<file path="src/assert_macros.svh">
// Assertion macros shared by the pixel decoder RTL.
// Depends on a clock named aclk and an active-low reset named aresetn in scope.
`ifndef ASSERT_MACROS_SVH
`define ASSERT_MACROS_SVH

// Check a condition at every clock edge outside reset.
`define ASSERT_ALWAYS(lbl, cond, msg) \
    lbl: assert property (@(posedge aclk) disable iff (!aresetn) (cond)) else $error(msg);

// Check that an antecedent implies a consequent in the same cycle.
`define ASSERT_IMPLIES(lbl, ante, cons, msg) \
    lbl: assert property (@(posedge aclk) disable iff (!aresetn) (ante) |-> (cons)) \
        else $error(msg);

`endif

</file>
<file path="src/prd_pkg.sv">
// Package for the PBM row pixel decoder: command and status types, character
// codes, result status codes and register indexes. No dependencies.
package prd_pkg;

    localparam int BYTE_W  = 8;
    localparam int COL_W   = 12;
    localparam int WIDTH_W = 13;
    localparam int STAT_W  = 2;
    localparam int BITS_PER_BYTE = 8;
    localparam int BIT_IDX_W     = 3;

    // Depth of the queue between front and back end
    localparam int QUEUE_DEPTH = 2;

    // Character codes
    localparam logic [BYTE_W-1:0] CHAR_ZERO   = 8'h30;
    localparam logic [BYTE_W-1:0] CHAR_ONE    = 8'h31;
    localparam logic [BYTE_W-1:0] CHAR_WS_LO  = 8'd9;
    localparam logic [BYTE_W-1:0] CHAR_WS_HI  = 8'd13;
    localparam logic [BYTE_W-1:0] CHAR_SPACE  = 8'd32;

    // Result status codes
    localparam logic [STAT_W-1:0] ST_PIXEL    = 2'd0;
    localparam logic [STAT_W-1:0] ST_BADCHAR  = 2'd1;
    localparam logic [STAT_W-1:0] ST_EARLYEND = 2'd2;

    // Register indexes (taken from paddr[2])
    localparam logic REG_PLAIN_MODE = 1'b0;
    localparam logic REG_ROW_WIDTH  = 1'b1;

    // Widest row the counter supports
    localparam int WIDTH_LIMIT = 4096;

    typedef enum logic [1:0] {
        CMD_PIXEL,
        CMD_BADCHAR,
        CMD_EOS,
        CMD_RAW
    } cmd_kind_t;

    // One classified transaction; for CMD_PIXEL the pixel sits in data[0]
    typedef struct packed {
        cmd_kind_t         kind;
        logic [BYTE_W-1:0] data;
    } cmd_t;

    typedef struct packed {
        logic empty;
        logic full;
    } q_status_t;

endpackage

</file>
<file path="src/prd_front.sv">
// Front end of the pixel decoder: accepts input transactions and classifies
// them into commands for the queue. Depends on prd_pkg.
module prd_front (
    input  logic                       s_tvalid,
    output logic                       s_tready,
    input  logic [7:0]                 s_tdata,   // [7:0] data_byte
    input  logic [0:0]                 s_tuser,   // [0] stream_end
    input  logic                       plain_mode,
    input  prd_pkg::q_status_t         q_status,
    output logic                       push,
    output prd_pkg::cmd_t              push_cmd
);
    import prd_pkg::*;

    logic accept;
    logic is_space;
    logic skip;

    // Accept whenever the queue has room
    assign s_tready = !q_status.full;
    assign accept   = s_tvalid && s_tready;

    assign is_space = ((s_tdata >= CHAR_WS_LO) && (s_tdata <= CHAR_WS_HI))
                      || (s_tdata == CHAR_SPACE);

    // Classify the transaction; drop whitespace in plain mode
    always_comb begin
        skip          = 1'b0;
        push_cmd.kind = CMD_RAW;
        push_cmd.data = s_tdata;
        priority if (s_tuser[0]) begin
            push_cmd.kind = CMD_EOS;
        end else if (!plain_mode) begin
            push_cmd.kind = CMD_RAW;
        end else if (is_space) begin
            skip = 1'b1;
        end else if ((s_tdata == CHAR_ZERO) || (s_tdata == CHAR_ONE)) begin
            push_cmd.kind = CMD_PIXEL;
            push_cmd.data = {{(BYTE_W-1){1'b0}}, (s_tdata == CHAR_ZERO)};
        end else begin
            push_cmd.kind = CMD_BADCHAR;
        end
    end

    assign push = accept && !skip;

endmodule

</file>
<file path="src/prd_queue.sv">
// Short command queue between the front and back end of the pixel decoder.
// Depends on prd_pkg.
module prd_queue (
    input  logic                aclk,
    input  logic                aresetn,
    input  logic                push,
    input  prd_pkg::cmd_t       push_cmd,
    input  logic                pop,
    output prd_pkg::cmd_t       head_cmd,
    output prd_pkg::q_status_t  q_status
);
    import prd_pkg::*;

    localparam int PTR_W = (QUEUE_DEPTH > 1) ? $clog2(QUEUE_DEPTH) : 1;
    localparam int CNT_W = $clog2(QUEUE_DEPTH + 1);
    localparam logic [PTR_W-1:0] PTR_LAST = PTR_W'(QUEUE_DEPTH - 1);
    localparam logic [CNT_W-1:0] CNT_FULL = CNT_W'(QUEUE_DEPTH);

    cmd_t             entry_reg [QUEUE_DEPTH];
    logic [PTR_W-1:0] wr_ptr_reg, wr_ptr_next;
    logic [PTR_W-1:0] rd_ptr_reg, rd_ptr_next;
    logic [CNT_W-1:0] count_reg, count_next;
    logic             do_push, do_pop;

    assign q_status.empty = (count_reg == '0);
    assign q_status.full  = (count_reg == CNT_FULL);
    assign do_push = push && !q_status.full;
    assign do_pop  = pop && !q_status.empty;
    assign head_cmd = entry_reg[rd_ptr_reg];

    // Advance pointers with wrap and track the fill level
    always_comb begin
        wr_ptr_next = wr_ptr_reg;
        rd_ptr_next = rd_ptr_reg;
        count_next  = count_reg;
        if (do_push) begin
            wr_ptr_next = (wr_ptr_reg == PTR_LAST) ? '0 : wr_ptr_reg + 1'b1;
        end
        if (do_pop) begin
            rd_ptr_next = (rd_ptr_reg == PTR_LAST) ? '0 : rd_ptr_reg + 1'b1;
        end
        if (do_push && !do_pop) begin
            count_next = count_reg + 1'b1;
        end else if (do_pop && !do_push) begin
            count_next = count_reg - 1'b1;
        end
    end

    always_ff @(posedge aclk) begin
        if (!aresetn) begin
            wr_ptr_reg <= '0;
            rd_ptr_reg <= '0;
            count_reg  <= '0;
        end else begin
            wr_ptr_reg <= wr_ptr_next;
            rd_ptr_reg <= rd_ptr_next;
            count_reg  <= count_next;
        end
    end

    // Store commands; no reset on payload
    always_ff @(posedge aclk) begin
        if (do_push) begin
            entry_reg[wr_ptr_reg] <= push_cmd;
        end
    end

endmodule

</file>
<file path="src/prd_back.sv">
// Back end of the pixel decoder: executes queued commands, keeps the column
// counter and drives the result channel through an output register.
// Depends on prd_pkg.
module prd_back (
    input  logic                         aclk,
    input  logic                         aresetn,
    input  prd_pkg::cmd_t                head_cmd,
    input  prd_pkg::q_status_t           q_status,
    output logic                         pop,
    input  logic [prd_pkg::WIDTH_W-1:0]  eff_width,
    output logic                         m_tvalid,
    input  logic                         m_tready,
    output logic [15:0]                  m_tdata,  // [0] pixel_value, [12:1] column_index,
                                                   // [13] row_complete, [15:14] zero
    output logic [1:0]                   m_tuser,  // [1:0] status
    output logic                         m_tlast   // last_of_item
);
    import prd_pkg::*;

    localparam logic [BIT_IDX_W-1:0] BIT_TOP = BIT_IDX_W'(BITS_PER_BYTE - 1);

    logic [COL_W-1:0]     col_reg, col_next;
    logic [BIT_IDX_W-1:0] bit_idx_reg, bit_idx_next;
    logic                 valid_reg;
    logic                 pix_reg, rc_reg, last_reg;
    logic [COL_W-1:0]     rcol_reg;
    logic [STAT_W-1:0]    stat_reg;

    logic                 slot_free, emit;
    logic [WIDTH_W-1:0]   col_inc;
    logic                 row_done;
    logic                 r_pix, r_rc, r_last;
    logic [STAT_W-1:0]    r_stat;

    assign slot_free = !valid_reg || m_tready;
    assign col_inc   = {1'b0, col_reg} + WIDTH_W'(1);
    assign row_done  = (col_inc >= eff_width);

    // Execute the head command, at most one result per cycle while the output register is free
    always_comb begin
        pop          = 1'b0;
        emit         = 1'b0;
        r_pix        = 1'b0;
        r_rc         = 1'b0;
        r_last       = 1'b1;
        r_stat       = ST_PIXEL;
        col_next     = col_reg;
        bit_idx_next = bit_idx_reg;
        if (!q_status.empty && slot_free) begin
            unique case (head_cmd.kind)
                CMD_EOS: begin
                    pop      = 1'b1;
                    emit     = (col_reg != '0);
                    r_stat   = ST_EARLYEND;
                    col_next = '0;
                end
                CMD_BADCHAR: begin
                    pop      = 1'b1;
                    emit     = 1'b1;
                    r_stat   = ST_BADCHAR;
                    col_next = '0;
                end
                CMD_PIXEL: begin
                    pop      = 1'b1;
                    emit     = 1'b1;
                    r_pix    = head_cmd.data[0];
                    r_rc     = row_done;
                    col_next = row_done ? '0 : col_inc[COL_W-1:0];
                end
                CMD_RAW: begin
                    emit     = 1'b1;
                    r_pix    = !head_cmd.data[bit_idx_reg];
                    r_rc     = row_done;
                    r_last   = row_done || (bit_idx_reg == '0);
                    col_next = row_done ? '0 : col_inc[COL_W-1:0];
                    // Drop the padding bits once the row is complete
                    if (r_last) begin
                        pop          = 1'b1;
                        bit_idx_next = BIT_TOP;
                    end else begin
                        bit_idx_next = bit_idx_reg - 1'b1;
                    end
                end
                default: begin
                    pop = 1'b1;
                end
            endcase
        end
    end

    always_ff @(posedge aclk) begin
        if (!aresetn) begin
            col_reg     <= '0;
            bit_idx_reg <= BIT_TOP;
            valid_reg   <= 1'b0;
        end else begin
            col_reg     <= col_next;
            bit_idx_reg <= bit_idx_next;
            if (slot_free) begin
                valid_reg <= emit;
            end
        end
    end

    // Load the output register; no reset on payload
    always_ff @(posedge aclk) begin
        if (slot_free && emit) begin
            pix_reg  <= r_pix;
            rcol_reg <= col_reg;
            rc_reg   <= r_rc;
            stat_reg <= r_stat;
            last_reg <= r_last;
        end
    end

    assign m_tvalid = valid_reg;
    assign m_tdata  = {2'b00, rc_reg, rcol_reg, pix_reg};
    assign m_tuser  = stat_reg;
    assign m_tlast  = last_reg;

endmodule

</file>
<file path="src/pbm_row_pixel_decoder_top.sv">
// PBM row pixel decoder, top level: configuration registers, front end,
// command queue and back end. Depends on prd_pkg, prd_front, prd_queue,
// prd_back and assert_macros.svh.
//
// Decodes a PBM bitmap byte stream into inverted pixels with their column
// position. Plain mode takes one byte per cycle while the queue has room;
// whitespace gives no result, '0'/'1' one pixel, any other byte an
// invalid-character result. Raw mode gives one pixel per cycle from the MSB
// down, up to 8 pixels per byte (fewer when the row ends inside it); a
// stream end gives at most one result. The back end emits at most one
// result per cycle, while its single output register is free. A two-entry
// command queue lets the input side keep accepting while the back end works
// or the result channel stalls. Write plain_mode at 0x0 and row_width at 0x4
// only while idle; the row width is clamped to 1..min(MAX_ROW_WIDTH, 4096).
module pbm_row_pixel_decoder_top #(
    parameter int MAX_ROW_WIDTH = 4096
) (
    input  logic        aclk,
    input  logic        aresetn,
    // Input stream
    input  logic        s_tvalid,
    output logic        s_tready,
    input  logic [7:0]  s_tdata,   // [7:0] data_byte
    input  logic [0:0]  s_tuser,   // [0] stream_end
    // Result stream
    output logic        m_tvalid,
    input  logic        m_tready,
    output logic [15:0] m_tdata,   // [0] pixel_value, [12:1] column_index,
                                   // [13] row_complete, [15:14] zero
    output logic [1:0]  m_tuser,   // [1:0] status
    output logic        m_tlast,   // last_of_item
    // Configuration port
    input  logic        psel,
    input  logic        penable,
    input  logic        pwrite,
    input  logic [2:0]  paddr,
    input  logic [31:0] pwdata,
    output logic [31:0] prdata,
    output logic        pready
);
    import prd_pkg::*;

    `include "assert_macros.svh"

    localparam int CAP_INT = (MAX_ROW_WIDTH < WIDTH_LIMIT) ? MAX_ROW_WIDTH : WIDTH_LIMIT;
    localparam logic [WIDTH_W-1:0] WIDTH_CAP = WIDTH_W'(CAP_INT);

    logic                plain_mode_reg;
    logic [WIDTH_W-1:0]  row_width_reg;
    logic [WIDTH_W-1:0]  eff_width_reg, eff_width_next;
    logic                cfg_write;

    logic                push, pop;
    cmd_t                push_cmd, head_cmd;
    q_status_t           q_status;

    // Configuration registers
    assign pready    = 1'b1;
    assign cfg_write = psel && penable && pwrite && pready;

    always_comb begin
        eff_width_next = pwdata[WIDTH_W-1:0];
        if (pwdata[WIDTH_W-1:0] == '0) begin
            eff_width_next = WIDTH_W'(1);
        end else if (pwdata[WIDTH_W-1:0] > WIDTH_CAP) begin
            eff_width_next = WIDTH_CAP;
        end
    end

    always_ff @(posedge aclk) begin
        if (!aresetn) begin
            plain_mode_reg <= 1'b0;
            row_width_reg  <= WIDTH_W'(1);
            eff_width_reg  <= WIDTH_W'(1);
        end else if (cfg_write) begin
            unique case (paddr[2])
                REG_PLAIN_MODE: plain_mode_reg <= pwdata[0];
                REG_ROW_WIDTH: begin
                    row_width_reg <= pwdata[WIDTH_W-1:0];
                    eff_width_reg <= eff_width_next;
                end
                default: ;
            endcase
        end
    end

    // Register read back
    always_comb begin
        unique case (paddr[2])
            REG_PLAIN_MODE: prdata = {31'b0, plain_mode_reg};
            REG_ROW_WIDTH:  prdata = {{(32-WIDTH_W){1'b0}}, row_width_reg};
            default:        prdata = '0;
        endcase
    end

    prd_front u_front (
        .s_tvalid   (s_tvalid),
        .s_tready   (s_tready),
        .s_tdata    (s_tdata),
        .s_tuser    (s_tuser),
        .plain_mode (plain_mode_reg),
        .q_status   (q_status),
        .push       (push),
        .push_cmd   (push_cmd)
    );

    prd_queue u_queue (
        .aclk     (aclk),
        .aresetn  (aresetn),
        .push     (push),
        .push_cmd (push_cmd),
        .pop      (pop),
        .head_cmd (head_cmd),
        .q_status (q_status)
    );

    prd_back u_back (
        .aclk      (aclk),
        .aresetn   (aresetn),
        .head_cmd  (head_cmd),
        .q_status  (q_status),
        .pop       (pop),
        .eff_width (eff_width_reg),
        .m_tvalid  (m_tvalid),
        .m_tready  (m_tready),
        .m_tdata   (m_tdata),
        .m_tuser   (m_tuser),
        .m_tlast   (m_tlast)
    );

    // Error results carry no pixel, never complete a row and end their transaction
    `ASSERT_IMPLIES(a_err_result, m_tvalid && (m_tuser != ST_PIXEL), (m_tdata[0] == 1'b0) && (m_tdata[13] == 1'b0) && m_tlast, "error result malformed")
    // A completed row always ends the transaction's results
    `ASSERT_IMPLIES(a_row_ends_item, m_tvalid && m_tdata[13], m_tlast, "row end without last")
    // The queue never reads empty and full at once, and stalls input only when full
    `ASSERT_ALWAYS(a_queue_state, !(q_status.empty && q_status.full) && (s_tready == !q_status.full), "queue status inconsistent")

endmodule

</file>
<file path="config.mk">
export PLATFORM = sky130hd
export DESIGN_NAME = pbm_row_pixel_decoder_top
export DESIGN_NICKNAME = d
export VERILOG_FILES = /design/src/prd_pkg.sv /design/src/prd_front.sv /design/src/prd_queue.sv /design/src/prd_back.sv /design/src/pbm_row_pixel_decoder_top.sv
export VERILOG_INCLUDE_DIRS = /design/src /design/src/src
export SDC_FILE = /design/constraint.sdc
export NUM_CORES = 1
export LEC_CHECK = 0
export BUFFER_PORTS_ARGS = -buffer_cell sky130_fd_sc_hd__clkbuf_2
export CORE_AREA = 10 10 102 104
export DETAILED_ROUTE_END_ITERATION = 12
export DIE_AREA = 0 0 112 114
export GPL_ROUTABILITY_DRIVEN = 0
export HOLD_SLACK_MARGIN = 0.12
export PLACE_DENSITY = 0.79
export SLEW_MARGIN = 0
export SYNTH_ARGS = -nofsm -noshare
export SYNTH_HDL_FRONTEND = slang
export SYNTH_SLANG_ARGS = --single-unit
</file>
<file path="constraint.sdc">
create_clock -name aclk -period 3.6 [get_ports aclk]
set_input_delay 0.18 -clock aclk [delete_from_list [all_inputs] [get_ports aclk]]
set_output_delay 0.18 -clock aclk [all_outputs]
set_load 0.01 [all_outputs]
</file>
==> results of run 1 <==
per-layer routing:
| metal | vias up | GRT usage | part of all wire |
|---|---|---|---|
| met1 | 1674 | 0.1961 | 0.42 |
| met4 | 0 | 0.05922 | 0.022 |
| met3 | 23 | 0.04724 | 0.065 |
| met2 | 139 | 0.2688 | 0.49 |
| met5 | - | 0 | 0 |
| li1 | 1697 | - | - |
critical path, cell delays in order (launching register included):
cell	delay, ns
dfxtp_2	0.42
nand3_2	0.19
nor4_4	0.43
nand3_1	0.18
xnor2_1	0.18
ha_1	0.31
nand4_1	0.12
nor2_1	0.31
a21o_1	0.22
o31ai_2	0.09
ha_1	0.36
or3_1	0.37
a21oi_1	0.13
cells in the mapped netlist, types with 2 or more instances:
| master | n |
|---|---|
| nor4_4 | 2 |
| nor2b_1 | 3 |
| nand2_1 | 49 |
| conb_1 | 2 |
| inv_1 | 27 |
| buf_4 | 24 |
| o31ai_1 | 2 |
| o211ai_1 | 8 |
| or2b_2 | 2 |
| mux2i_1 | 5 |
| xnor2_1 | 9 |
| nor4_1 | 8 |
| and3_1 | 10 |
| dfxtp_1 | 48 |
| nor2_1 | 36 |
| a31oi_1 | 6 |
| xor2_1 | 5 |
| a2111oi_4 | 2 |
| a22oi_1 | 9 |
| edfxtp_1 | 37 |
| nand2b_1 | 2 |
| nand3_1 | 11 |
| mux4_2 | 4 |
| nand4_1 | 9 |
| mux2_2 | 2 |
| clkbuf_1 | 15 |
| a21oi_1 | 27 |
| and2_1 | 17 |
| a31o_2 | 2 |
| o21bai_1 | 2 |
| nor3_1 | 4 |
| ha_1 | 23 |
| nor4b_1 | 2 |
| o21ai_0 | 12 |
power by group:
group / switching [mW] / internal, mW
clock network: 0.315 / 0.269
registers: 0.0580 / 1.15
logic: 0.401 / 0.253
total: 0.774 / 1.67
through the flow:
step	utilization	TNS [ns]	worst slack, ns	hold WS (ns)
finish	0.6049	0	0.2118	0.1649
CTS	0.6030	0	0.09863	0.1494
global placement	0.5613	0	0.2659	0.4034
detailed placement	0.5613	0	0.1529	0.4110
floorplan	-	0	0.3129	0.2828
global route	0.6049	-0.004742	-0.004742	0.1690
cell type report:
type	count	area [sq um]
Clock buffer	14	152.6
Clock inverter	2	10.01
Fill cell	698	3344
Inverter	28	105.1
Multi-Input combinational cell	316	2100
Sequential cell	85	2078
Tap cell	108	135.1
Timing Repair Buffer	86	540.5
path summary, 6_finish.rpt:
kind | slack, ns | start | cells past startpoint | end
min | 0.16 | aresetn | 2 | u_back.bit_idx_reg[1]
max | 0.21 | u_back.col_reg[4] | 12 | u_queue.count_reg[1]
min reg2reg | 0.46 | row_width_reg[5] | 2 | row_width_reg[5]
max reg2reg | 0.21 | u_back.col_reg[4] | 12 | u_queue.count_reg[1]
logic make-up (layout without fill, tap and decap cells):
kind of cell,Yosys count,after routing,share of synthesized area
simple gates,166,166,0.1963
buf+inv,70,130,0.08281
compound gates,80,80,0.1237
xor+xnor,14,14,0.02761
other cells,2,22,0.001691
mux,11,11,0.03662
fa+ha+maj,23,23,0.06479
flops,85,85,0.4665
repair_timing:
action | 4_1_cts | 5_1_grt
resized for setup | 0 | 7
setup endpoints to repair | 0 | 9
hold buffers | 19 | 0
endpoints found under the hold margin | 25 | 0
==> flow_metrics.tcl, run 1 <==
set metrics [dict create \
    first_iter_violations 204 \
    power_density_nw_per_um2 477.7 \
    ys_types 59 \
    grt_max_degree 38 \
    max-slew-margin-rel 0.1828 \
    largest_register_ffs 20 \
    finalInstanceArea_sq_um 5121 \
    ys_warn_count 0 \
    clkTransAtPathRegs_ns 0.08 \
    cts_buffer_depth 2 \
    clk_latency_ns 0.36 \
    cts_setup_buffers 0 \
    antenna_found_initial 0 \
    crit_required_ns 3.88 \
    rows 34 \
    dieArea_sq_um 12770 \
    layout_common_cells "61 x clkbuf_2, 49 x nand2_1, 43 x dfxtp_1" \
    setup_viol 0 \
    antenna_cells 0 \
    cp-end-kind "flop" \
    numPortBuffers 61 \
    ant_nets 0 \
    synth_edf_count 37 \
    synth_largest_area_cell "edfxtp_1" \
    avgRoutedWirePerCell_microns 16.27 \
    initial_core_util 0.5247 \
    vdd_drop_max_mv 0.1988 \
    coreArea_sq_um 8466 \
    synth_top_area_share 0.2501 \
    vias 3533 \
    synth.area.top_cells "edfxtp_1 25%, dfxtp_1 22%, ha_1 6.5%" \
    final_common_cell "clkbuf_2" \
    htree_levels 3 \
    ys_ff_latch 85 \
    grt_pass1_wl_mm 17.24 \
    async_flop_share 0 \
    slew_violations 0 \
    leakagePower_nw 2.063 \
    cts.sinks 85 \
    fmax_mhz 295.1 \
    cts_tree "yes" \
    io-pin-count 105 \
    cp_max_fo 7 \
    synthFlopType "dfxtp_1" \
    status "complete, no violations" \
    cp.arrival_ns 3.67 \
    drv_cap 0 \
    cts-buffers-inserted 9 \
    first_pass_iters 5 \
    netlist_instances 451 \
    root_buffer "clkbuf_8" \
    die_h_microns 114 \
    syn_to_final_growth_pct 15.30 \
    fin_cells 639 \
    worstSetupPathType "reg -> reg" \
    final_hold_viol_count 0 \
    placed_area_sq_um 4752 \
    routed_via_density 5.529 \
    wirelength_mm 10.40 \
    grt_pass1_vias 3631 \
    drc 0 \
    final_nets 600 \
    syn_avg_cell_area_sq_um 9.849 \
    synth_area_sq_um 4442 \
    chipWidth_microns 112 \
    yosysSeqAreaShare 0.4665 \
    gr-total-overflow 0 \
    crit_path_start_kind "flop" \
    period_share 0.9412 \
    power.total_mw 2.446 \
    finalCriticalPeriod_ns 3.388 \
    grtUsageTotal 0.1621 \
    post-place-cells 604 \
    hp-class "in -> reg" \
    finClkSkew_ns 0.008422 \
    drive_gt1_frac 0.2128 \
    hpwl_mm 7.502 \
    worst-slew-pin-transition_ns 1.216 \
]
Note: power is estimated with default switching activity, not from simulation.
==> run 2, diff against run 1 <==
--- a/config.mk
+++ b/config.mk
@@ -6,10 +6,11 @@
 export SDC_FILE = /design/constraint.sdc
 export NUM_CORES = 1
 export LEC_CHECK = 0
+export ABC_AREA = 1
 export BUFFER_PORTS_ARGS = -buffer_cell sky130_fd_sc_hd__clkbuf_2
-export CORE_AREA = 10 10 102 104
+export CORE_AREA = 10 10 101 103
 export DETAILED_ROUTE_END_ITERATION = 12
-export DIE_AREA = 0 0 112 114
+export DIE_AREA = 0 0 111 113
 export GPL_ROUTABILITY_DRIVEN = 0
 export HOLD_SLACK_MARGIN = 0.12
 export PLACE_DENSITY = 0.79
==> constraint.sdc (replaced) <==
create_clock -name aclk -period 3.6 [get_ports aclk]
set_input_delay 0.36 -clock aclk [delete_from_list [all_inputs] [get_ports aclk]]
set_output_delay 0.36 -clock aclk [all_outputs]
set_load 0.01 [all_outputs]
==> flow_metrics.tcl, run 2 <==
set metrics [dict create \
    rows 33 \
    status "complete, no violations" \
    p_switching_mw 0.7981 \
    routed_via_density 4.895 \
    cp-end-kind "flop" \
    synth_area_sq_um 4355 \
    p_comb_frac 0.235 \
    drv_cap 0 \
    layout_common_cells "127 x nand2_1, 71 x inv_1, 61 x clkbuf_2" \
    power_density_nw_per_um2 514.1 \
    postCtsHoldBufs 0 \
    clkTransAtPathRegs_ns 0.09 \
    ys_ff_latch 85 \
    root_buffer "clkbuf_8" \
    power.internal_mw 1.670 \
    initial_core_util 0.5355 \
    synth_largest_area_cell "edfxtp_1" \
    cp.arrival_ns 3.43 \
    finClkSkew_ns 0.007646 \
    avgRoutedWirePerCell_microns 12.90 \
    syn_to_final_growth_pct 10.23 \
    hpwl_mm 6.744 \
    clk_latency_ns 0.35 \
    cts_buffer_depth 2 \
    antenna_found_initial 0 \
    p_sw_frac 0.3234 \
    period_share 0.8848 \
    htree_levels 3 \
    coreArea_sq_um 8134 \
    synth_common_cells "127 x nand2_1, 71 x inv_1, 49 x a21oi_1, 48 x dfxtp_1, 43 x nor2_1" \
    first_iter_violations 207 \
    hp-class "in -> reg" \
    dieArea_sq_um 12540 \
    numPortBuffers 61 \
    busiest_layer "met2" \
    final_hold_viol_count 0 \
    vias 3407 \
    max-slew-margin-rel 0.4412 \
    grt_pass1_vias 3422 \
    crit_required_ns 3.84 \
    p_seq_frac 0.504 \
    first_pass_iters 4 \
    largest_register_ffs 20 \
    async_flop_share 0 \
    grt.met1_usage 0.1735 \
    netlist_instances 535 \
    synth_edf_count 37 \
    power.total_mw 2.468 \
    cts_resized 0 \
    fin_tns_setup_ns 0 \
    grtUsageTotal 0.1437 \
    p_clk_frac 0.261 \
    grt_pass1_wl_mm 15.40 \
    cp_max_fo 6 \
    yosysSeqAreaShare 0.4757 \
    antenna_cells 0 \
    setup_viol 0 \
    cts.sinks 85 \
    leakagePower_nw 2.192 \
    crit_path_start_kind "flop" \
    post-place-cells 680 \
    final_common_cell "nand2_1" \
    met2_usage 0.2441 \
    fin_cells 696 \
    chipWidth_microns 111 \
    cts-buffers-inserted 9 \
    drc 0 \
    fmax_mhz 313.9 \
    wirelength_mm 8.976 \
    rsz0062_at_grt "false" \
    grt_max_degree 40 \
    die_h_microns 113 \
    vdd_drop_max_mv 0.1831 \
    final_nets 660 \
    ant_nets 0 \
    slew_violations 0 \
    synth.most_common_cell "nand2_1" \
    synth.area.top_cells "edfxtp_1 26%, dfxtp_1 22%, nand2_1 11%" \
    cts_tree "yes" \
    worstSetupPathType "reg -> reg" \
    synth_top_area_share 0.2551 \
    synthFlopType "dfxtp_1" \
    met3_usage 0.03117 \
    gr-total-overflow 0 \
    finalCriticalPeriod_ns 3.185 \
    ys_types 35 \
    io-pin-count 105 \
    filler_cell_count 737 \
    syn_avg_cell_area_sq_um 8.141 \
    worst-slew-pin-transition_ns 0.8351 \
    ys_warn_count 0 \
    cts_setup_buffers 0 \
    drive_gt1_frac 0.1607 \
]
## run 2: metal layers
layer / vias up / share of wire
met4: 0 / 0.018
met3: 14 / 0.057
met2: 104 / 0.49
met5: - / 0
li1: 1772 / -
met1: 1517 / 0.44
## run 2: through the flow
step                        util  hold WS (ns)  setup WS (ns)  cell area, sq um
after floorplan                -        0.4287         0.8476              4431
after global routing      0.5902        0.2026         0.1105              4801
final                     0.5902        0.2100         0.4147              4801
after CTS                 0.5902        0.2044         0.4293              4801
after detailed placement  0.5665        0.4474         0.4384              4608
after global placement    0.5665        0.4416         0.5778              4608
## run 2: cell families (layout without fill, tap and decap cells)
| kind of cell | after synthesis | after routing | synth area share |
|---|---|---|---|
| flip-flops | 85 | 85 | 0.4757 |
| XOR/XNOR | 8 | 8 | 0.01609 |
| adder cells (fa/ha/maj) | 23 | 23 | 0.06607 |
| AO/OA/AOI/OAI | 78 | 78 | 0.09509 |
| AND/OR/NAND/NOR | 221 | 221 | 0.2178 |
| buffers and inverters | 118 | 154 | 0.1275 |
| other | 2 | 22 | 0.001724 |
## run 2: cell type report
class / count / area [sq um] / area share
Clock inverter: 5 / 30.03 / 0.006255
Timing Repair Buffer: 63 / 320.3 / 0.06672
Tap cell: 105 / 131.4 / 0.02737
Inverter: 75 / 281.5 / 0.05864
Clock buffer: 11 / 162.7 / 0.03388
Sequential cell: 85 / 2072 / 0.4316
Multi-Input combinational cell: 352 / 1803 / 0.3756
## run 2: power groups by stage
stage          clock [mW]  combinational [mW]  sequential [mW]
2_1_floorplan           0               0.406             1.27
3_5_place_dp            0               0.588             1.27
5_1_grt             0.695               0.666             1.26
6_report            0.645               0.580             1.24
3_3_place_gp            0               0.568             1.26
4_1_cts             0.654               0.588             1.24
## run 2: worst paths after layout
| check | slack [ns] | from | to | cells after the start |
|---|---|---|---|---|
| worst max-delay path | 0.41 | u_back.col_reg[0] | u_queue.count_reg[1] | 18 |
| worst min-delay path | 0.21 | s_tdata[6] | u_queue.entry_reg[1][6] | 1 |
| worst max register to register | 0.41 | u_back.col_reg[0] | u_queue.count_reg[1] | 18 |
| worst min register to register | 0.46 | u_back.col_reg[9] | u_back.rcol_reg[9] | 0 |
## run 2: critical path: stages, from the launching register on
cell     delay [ns]
dfxtp_1        0.44
ha_1           0.24
nand3_2        0.14
nor3_4         0.22
nand2_1        0.10
xor2_1         0.24
ha_1           0.31
nand2_1        0.10
inv_1          0.04
nand2_1        0.06
a21oi_1        0.07
nor2_2         0.17
nand4_1        0.16
nand2_1        0.10
ha_1           0.25
a21oi_1        0.11
o21ai_0        0.10
o21ai_0        0.16
a21oi_1        0.05
==> run 3, diff against run 2 <==
==> constraint.sdc (replaced) <==
create_clock -name aclk -period 3.6 [get_ports aclk]
set_input_delay 0 -clock aclk [delete_from_list [all_inputs] [get_ports aclk]]
set_output_delay 0 -clock aclk [all_outputs]
set_load 0.01 [all_outputs]
==> flow_metrics.tcl, run 3 (synthesized netlist as in run 2, its figures left out) <==
set metrics [dict create \
    power_density_nw_per_um2 491.4 \
    first_iter_violations 215 \
    io-pin-count 105 \
    numPortBuffers 61 \
    final_nets 687 \
    final_common_cell "nand2_1" \
    dieArea_sq_um 12540 \
    drv_cap 0 \
    syn_to_final_growth_pct 16.37 \
    slew_violations 0 \
    cp.arrival_ns 3.42 \
    p_clk_frac 0.260 \
    finalCriticalPeriod_ns 3.180 \
    hpwl_mm 6.758 \
    coreArea_sq_um 8134 \
    grtUsageTotal 0.1519 \
    htree_levels 3 \
    cts_tree "yes" \
    worst-slew-pin-transition_ns 0.8732 \
    initial_core_util 0.5355 \
    p_seq_frac 0.498 \
    multiInputGateArea_sq_um 1803 \
    setup_viol 0 \
    antenna_found_initial 0 \
    leakagePower_nw 2.289 \
    clk_latency_ns 0.36 \
    largest_register_ffs 20 \
    grt_pass1_vias 3527 \
    grt_max_degree 40 \
    cts.sinks 85 \
    p_switching_mw 0.7965 \
    dp_worst_setup_slack_ns 0.4483 \
    p_comb_frac 0.242 \
    drc 0 \
    routed_via_density 4.943 \
    fmax_mhz 314.5 \
    power.internal_mw 1.694 \
    first_pass_iters 4 \
    die_h_microns 113 \
    worstSetupPathType "reg -> reg" \
    rsz0062_at_grt "false" \
    drive_gt1_frac 0.1505 \
    cts_setup_buffers 0 \
    crit_path_start_kind "flop" \
    avgRoutedWirePerCell_microns 13.03 \
    max-slew-margin-rel 0.4157 \
    rows 33 \
    crit_required_ns 3.84 \
    status "complete, no violations" \
    cts_buffer_depth 2 \
    period_share 0.8833 \
    cts_resized 0 \
    antenna_cells 0 \
    seq_area_sq_um 2072 \
    hp-class "in -> reg" \
    vias 3574 \
    cp_max_fo 6 \
    fin_tns_setup_ns 0 \
    clkTransAtPathRegs_ns 0.08 \
    layout_common_cells "127 x nand2_1, 71 x inv_1, 61 x clkbuf_2" \
    chipWidth_microns 111 \
    cts-buffers-inserted 9 \
    grt_pass1_wl_mm 16.19 \
    wirelength_mm 9.423 \
    filler_cell_count 691 \
    root_buffer "clkbuf_8" \
    gr-total-overflow 0 \
    finClkSkew_ns 0.01375 \
    final_hold_viol_count 0 \
    setup_slack_ns 0.4202 \
    vdd_drop_max_mv 0.2534 \
    p_sw_frac 0.3198 \
    ant_nets 0 \
    cp-end-kind "flop" \
]
-- run 3: worst max-delay path, cell delays in order, from the launching register on --
cell     delay, ns
dfxtp_1       0.45
ha_1          0.24
nand3_2       0.15
nor3_4        0.21
nand2_1       0.10
xor2_1        0.22
ha_1          0.30
nand2_1       0.10
inv_1         0.04
nand2_1       0.05
a21oi_1       0.06
nor2_2        0.16
nand4_1       0.15
nand2_1       0.10
ha_1          0.26
a21oi_1       0.12
o21ai_0       0.12
o21ai_0       0.16
a21oi_1       0.05
-- run 3: area by class of cell --
class / count / area share
multi-input cells: 352 / 0.3557
well taps: 105 / 0.02592
repair buffers: 90 / 0.1165
flip-flops and latches: 85 / 0.4088
inverters: 75 / 0.05554
clock inverters: 7 / 0.01308
clock buffers: 9 / 0.02444
-- run 3: path summary, 6_finish.rpt --
| path | from | endpoint | slack (ns) | cells past startpoint |
|---|---|---|---|---|
| max reg2reg | u_back.col_reg[0] | u_queue.count_reg[1] | 0.42 | 18 |
| max | u_back.col_reg[0] | u_queue.count_reg[1] | 0.42 | 18 |
| min reg2reg | u_back.col_reg[9] | u_back.rcol_reg[9] | 0.46 | 0 |
| min | paddr[2] | plain_mode_reg | 0.17 | 2 |
-- run 3: timing repair --
item / CTS / global route
endpoints found under the setup margin: 0 / 0
endpoints found under the hold margin: 54 / 0
hold buffers: 27 / 0
-- run 3: power by group through the flow --
stage | logic, mW | clock network [mW] | registers, mW
6_report | 0.603 | 0.647 | 1.24
5_1_grt | 0.687 | 0.697 | 1.26
4_1_cts | 0.609 | 0.660 | 1.24
3_5_place_dp | 0.585 | 0 | 1.26
3_3_place_gp | 0.568 | 0 | 1.26
2_1_floorplan | 0.406 | 0 | 1.27
-- run 3: through the flow --
stage               power [mW]  utilization  cell area [sq um]  hold WS (ns)  cells
detailed placement       1.850       0.5665               4608        0.2122    680
global route             2.645       0.6231               5069        0.1767    723
finish                   2.491       0.6231               5069        0.1706    723
floorplan                1.681            -               4431        0.1263    555
global placement         1.826       0.5665               4608        0.2067    680
CTS                      2.511       0.6231               5069        0.1525    723
-- run 3: per-layer routing --
metal | track usage | vias to the layer above | part of all wire
met3 | 0.03117 | 22 | 0.057
met5 | 0 | - | 0
met1 | 0.1777 | 1625 | 0.43
met4 | 0.07986 | 0 | 0.029
li1 | - | 1823 | -
met2 | 0.2579 | 104 | 0.49
